**src/rtl/core/pvs_pkg.sv**
```systemverilog
// Package for the paletted voxel section store: default sizes, codes,
// channel word types and the controller/datapath command and status types.
// No dependencies.
package pvs_pkg;

	localparam int EDGE_DEF        = 16;
	localparam int PALETTE_MAX_DEF = 16;
	localparam int INDEX_BITS_DEF  = 4;
	localparam int ID_BITS_DEF     = 15;

	localparam int COUNT_W = 13;

	localparam logic [1:0] CMD_FILL = 2'd0;
	localparam logic [1:0] CMD_SET  = 2'd1;
	localparam logic [1:0] CMD_GET  = 2'd2;

	typedef enum logic [1:0] {
		MODE_UNIFORM = 2'd0,
		MODE_PALETTE = 2'd1,
		MODE_DIRECT  = 2'd2
	} mode_t;

	typedef struct packed {
		logic [1:0]  command;
		logic [4:0]  pos_x;
		logic [4:0]  pos_y;
		logic [4:0]  pos_z;
		logic [15:0] state_id;
		logic        state_valid;
		logic        state_air;
	} req_t;

	typedef struct packed {
		logic               status;
		logic [14:0]        read_state;
		logic [1:0]         storage_mode;
		logic [3:0]         bits_used;
		logic [4:0]         palette_count;
		logic [COUNT_W-1:0] solid_count;
	} rsp_t;

	typedef enum logic [3:0] {
		OP_NONE,
		OP_LOAD,
		OP_DECODE,
		OP_GET,
		OP_EVAL,
		OP_PROMOTE,
		OP_CONV_RD,
		OP_CONV_WR,
		OP_VOX_WR,
		OP_RESP
	} op_t;

	typedef struct packed {
		logic out_free;
		logic dec_done;
		logic dec_promote;
		logic is_get;
		logic eval_same;
		logic eval_convert;
		logic sweep_last;
	} dp_stat_t;

endpackage

```
**src/rtl/core/pvs_ctrl.sv**
```systemverilog
// Sequencing state machine of the section store: walks each command
// through decode, voxel access, sweeps and response. Depends on pvs_pkg.
module pvs_ctrl (
	input  logic              clk,
	input  logic              arst_n,
	input  logic              req_valid,
	output logic              req_ready,
	input  pvs_pkg::dp_stat_t stat,
	output pvs_pkg::op_t      op
);
	import pvs_pkg::*;

	typedef enum logic [3:0] {
		ST_IDLE,
		ST_DECODE,
		ST_GET,
		ST_EVAL,
		ST_PROMOTE,
		ST_CONV_RD,
		ST_CONV_WR,
		ST_VOX_WR,
		ST_RESP
	} state_t;

	state_t state_q;

	always_ff @(posedge clk or negedge arst_n) begin
		if (!arst_n) begin
			state_q <= ST_IDLE;
		end else begin
			case (state_q)
				ST_IDLE: begin
					if (req_valid) state_q <= ST_DECODE;
				end
				ST_DECODE: begin
					if (stat.dec_done) state_q <= ST_RESP;
					else if (stat.dec_promote) state_q <= ST_PROMOTE;
					else if (stat.is_get) state_q <= ST_GET;
					else state_q <= ST_EVAL;
				end
				ST_GET: state_q <= ST_RESP;
				ST_EVAL: begin
					if (stat.eval_same) state_q <= ST_RESP;
					else if (stat.eval_convert) state_q <= ST_CONV_RD;
					else state_q <= ST_VOX_WR;
				end
				ST_PROMOTE: begin
					if (stat.sweep_last) state_q <= ST_VOX_WR;
				end
				ST_CONV_RD: state_q <= ST_CONV_WR;
				ST_CONV_WR: begin
					state_q <= stat.sweep_last ? ST_VOX_WR : ST_CONV_RD;
				end
				ST_VOX_WR: state_q <= ST_RESP;
				ST_RESP: begin
					if (stat.out_free) state_q <= ST_IDLE;
				end
				default: state_q <= ST_IDLE;
			endcase
		end
	end

	assign req_ready = (state_q == ST_IDLE);

	always_comb begin
		case (state_q)
			ST_IDLE:    op = req_valid ? OP_LOAD : OP_NONE;
			ST_DECODE:  op = OP_DECODE;
			ST_GET:     op = OP_GET;
			ST_EVAL:    op = OP_EVAL;
			ST_PROMOTE: op = OP_PROMOTE;
			ST_CONV_RD: op = OP_CONV_RD;
			ST_CONV_WR: op = OP_CONV_WR;
			ST_VOX_WR:  op = OP_VOX_WR;
			ST_RESP:    op = OP_RESP;
			default:    op = OP_NONE;
		endcase
	end
endmodule

```
**config.mk**
```make
export PLATFORM = sky130hd
export DESIGN_NAME = pvs_ctrl
export DESIGN_NICKNAME = d
export VERILOG_FILES = /design/src/rtl/core/pvs_pkg.sv /design/src/rtl/core/pvs_ctrl.sv
export SDC_FILE = /design/constraint.sdc
export NUM_CORES = 1
export LEC_CHECK = 0
export ABC_AREA = 0
export BUFFER_PORTS_ARGS = -buffer_cell sky130_fd_sc_hd__buf_2
export CAP_MARGIN = 10
export CORE_AREA = 2 2 39 41
export CTS_CLUSTER_DIAMETER = 50
export CTS_CLUSTER_SIZE = 20
export DETAILED_ROUTE_END_ITERATION = 7
export DIE_AREA = 0 0 41 43
export GPL_TIMING_DRIVEN = 0
export PLACE_DENSITY = 0.6
export SYNTH_ARGS = -nofsm -noshare
export SYNTH_HDL_FRONTEND = slang
export SYNTH_SLANG_ARGS = --single-unit
```
**constraint.sdc**
```tcl
create_clock -name clk -period 1.8 [get_ports clk]
set_input_delay 0.09 -clock clk [delete_from_list [all_inputs] [get_ports clk]]
set_output_delay 0.09 -clock clk [all_outputs]
set_load 0.03 [all_outputs]
```
After elaboration in Yosys (flattened, before gate mapping)
Index checks and enable logic that the tools add are counted.
{ "classes": {"eq_ne": 11, "muxes": 12, "reduce_logical": 3} }
{ "op_table": {"columns": ["cell", "count"], "rows": [
  ["$pmux W4 S9", 1],
  ["$pmux W4 S8", 1],
  ["$mux W4", 5],
  ["$eq A4 B3 Y1 const B", 4],
  ["$eq A4 B2 Y1 const B", 2],
  ["$ne A2 B2 Y1 const B", 3],
  ["$eq A4 B1 Y1 const B", 1],
  ["$eq A4 B4 Y1 const B", 1],
  ["$logic_not A4 Y1", 1],
  ["$mux W2", 2],
  ["$mux W3", 1],
  ["$reduce_and A3 Y1", 1],
  ["$mux W1", 2],
  ["$reduce_or A2 Y1", 1]
]} }
{ "word_totals": {"reg_bits": 4, "input_bits": 10, "out_inout_bits": 5, "wordCells": 27} }

Longest topological paths before layout
{ "depth": {"word_depth": 4, "ltp_mapped": 4, "ltp_nobuf": 3} }

Worst setup path before layout
Ideal clock, no wire load.
{ "synth_path": {"path_kind": "register to output", "start": "register state_q[1]", "end": "output port req_ready", "arrival_ps": 1592, "t_required_ps": 1710, "path_slack_ps": 118, "stages_incl_launch_ff": 3, "n_path_buf": 1, "path_cell_list": "dfrtp_1 -> clkbuf_1 -> nor4_1"} }
{ "synth_via": {"elab_chain_cells": 1} }
{ "synth_lines": {"columns": ["element", "line", "rtl"], "rows": [
  ["from (decl)", "pvs_ctrl.sv:25", "state_t state_q;"],
  ["from (signal assigned)", "pvs_ctrl.sv:52", "state_q <= stat.sweep_last ? ST_VOX_WR : ST_CONV_RD;"],
  ["$logic_not A4 Y1", "pvs_ctrl.sv:63", "assign req_ready = (state_q == ST_IDLE);"],
  ["to (decl)", "pvs_ctrl.sv:7", "output logic req_ready,"]
]} }
Every way passes these cells.

Final worst setup path
{ "layout_path": {"start": "register state_q[1]", "end": "register state_q[0]"} }
{ "layout_via": {"elab_chain_cells": 3, "elab_cells_between_ends": 15, "cone_classes": "eq/ne (11); mux (1); reduce/logical (3)"} }
{ "layout_lines": {"columns": ["element", "line", "rtl"], "rows": [
  ["$eq A4 B3 Y1, or another cell as far along", "pvs_ctrl.sv:31", "case (state_q)"],
  ["$reduce_or A2 Y1 (no line) / $ne A2 B2 Y1 (equally long branches)", null, null],
  ["$pmux W4 S8 / $reduce_and A3 Y1 (equally long branches)", null, null]
]} }
Several ways; a longest one is shown, not always the timed one.
A chain may end at the register's enable or synchronous reset.

==> impl_metrics.yaml <==
finish:
  top_regs: "state_q: 4 flops"
  drive_gt1_frac: 0.349
  final_common_cell: "buf_2"
  stdcell_area_sq_um: 498
  fillers: 157
  regMostFlops: "state_q"
  layout_common_cells: "14 x buf_2, 4 x nor2_1, 4 x a21oi_1, 4 x dfrtp_1"
  largest_register_ff_count: 4
  syn_to_final_growth_pct: 33.6
  antennaDiodeCount: 0
  final_nets: 75
synthesis:
  synth_top_area_share: 0.268
  ys_seq_area_frac: 0.268
  synth-seq-cells: 4
  post_synth.cell_area_avg_sq_um: 8.29
  yosysUniqueCellTypes: 26
  synth_edf_count: 0
  syn_nets: 55
  synthFlopType: "dfrtp_1"
  synth_top_area_cell: "dfrtp_1"
  syn_area_sq_um: 373
  async_reset_ff_frac: 1.00
  synth_area_leaders: "dfrtp_1 27%, a21oi_1 5.4%, nand2b_1 5.0%"
  netlist_instances: 45
  yosys_warnings: 0
clocking:
  cts_tree: "done"
  clockRootBuffer: "clkbuf_4"
  cts_buffer_depth: 2
  clock_latency_ns: 0.23
  numCtsBuffers: 3
  clk_pin_slew_ns: 0.04
  h-tree-depth: 1
  cts.sinks: 4
hold_path:
  hold_path.class: "in -> reg"
detailed_routing:
  drc: 0
  drt_iter0_drc: 6
  drt_wl_total_um: 905
  post_drt_wl_per_cell_um: 11.5
  viasPerCell: 4.91
  via_count: 388
  antenna_left: 0
  drt_first_pass_iters: 4
placement:
  place_hpwl_um: 698
  io_buffers: 14
  place_area_sq_um: 463
  finalWeightedCongestion: 0.810
  dpl_worst_slack_ns: 0.0566
power_and_ir_drop:
  power_density_nw_per_um2: 1830
  power_mw: 0.913
  max-vdd-ir-drop_mv: 0.490
  p_leak_nw: 0.224
global_route:
  grt_start_max_net_pins: 11
  grt_pass1_vias: 374
  grt-ovfl-total: 0
  grt_usage: 0.129
  antenna_found_initial: 0
  grt_pass1_wl_um: 1540
sta:
  fmax_ghz: 0.581
  finalSetupViolations: 0
  clock_skew_ns: 0.000557
  slew_violations: 0
  hold_violations: 0
  grt_setup_unrepaired: "false"
  finalSetupTns_ns: 0
  fin_crit_sh: 0.957
  setup_slack_ns: 0.0774
  min_period_ns: 1.72
  tightest_slew_ns: 0.459
  slew_headroom: 0.694
worst_setup_path:
  required_ns: 1.94
  worstPathMaxFanout: 4
  critical_path_arrival_ns: 1.86
  end_kind: "flip-flop"
  critPathKind: "reg -> reg"
  critPathLaunchType: "flip-flop"
die:
  die_w_um: 41
  dieHeight_um: 43
  die-area_sq_um: 1760
  rows: 14
  design.core.area_sq_um: 1380
  io_pins: 15
  start_util: 0.269
job:
  cap_viol_max_count: 0
status:
  status: "complete, no violations"
==> path summary, 6_finish.rpt <==
| path | startpoint | end | slack [ns] | depth (start not counted) |
|---|---|---|---|---|
| min | stat[4] | state_q[2] | 0.11 | 2 |
| max | state_q[1] | state_q[0] | 0.08 | 3 |
| min in group asynchronous | arst_n | state_q[2] | 0.19 | 2 |
| min reg2reg | state_q[3] | state_q[3] | 0.69 | 2 |
| max reg2reg | state_q[1] | state_q[0] | 0.08 | 3 |
| max in group asynchronous | arst_n | state_q[3] | 1.49 | 2 |
==> per-layer routing <==
layer	up-vias	GRT usage	wire length, um
li1	208	-	-
met2	12	0.178	434
met1	168	0.173	410
met4	0	0.0600	0
met3	0	0.0471	60
met5	-	0	0
==> final cells by class <==
class / count / area [sq um] / area share
clock buffers: 3 / 22.5 / 0.0452
plain buffers: 4 / 17.5 / 0.0352
repair buffers: 15 / 80.1 / 0.161
multi-input cells: 36 / 254 / 0.510
inverters: 1 / 3.75 / 0.00754
well taps: 16 / 20.0 / 0.0402
flip-flops and latches: 4 / 100 / 0.201
==> power by group <==
part           internal, mW  total (mW)  switching (mW)
logic                 0.250       0.640           0.391
registers             0.128       0.165          0.0369
clock network        0.0744       0.109          0.0342
==> cell families after synthesis <==
group | after synthesis | synth area share
mux | 2 | 0.0570
simple gates | 20 | 0.332
xor+xnor | 3 | 0.0705
compound gates | 11 | 0.221
buf+inv | 5 | 0.0503
flops | 4 | 0.268
==> through the flow <==
stage	cells	hold slack, ns	utilization
2_1_floorplan	45	-0.206	-
3_3_place_gp	75	-0.104	0.335
5_1_grt	79	0.105	0.360
6_report	79	0.107	0.360
3_5_place_dp	75	-0.103	0.335
4_1_cts	79	0.106	0.358
==> timing repair <==
item,in CTS,in global routing
resized for setup,0,4
hold endpoints to repair,4,0
hold buffers,1,0
setup endpoints to repair,0,3
setup buffers,0,0
==> synthesized netlist by cell type, types with 2 or more instances <==
cell / n
nor4_1: 3
nand2b_1: 3
a21oi_1: 4
o22ai_1: 2
xnor2_1: 2
nor2_1: 4
dfrtp_1: 4
clkbuf_1: 2
buf_1: 2
nor3_1: 3
==> worst max-delay path, cell delays in order, from the launching register on <==
cell	delay, ns
dfrtp_1	0.39
or4b_4	0.56
or4_1	0.45
a221oi_2	0.23
(Power assumes the default switching activity.)
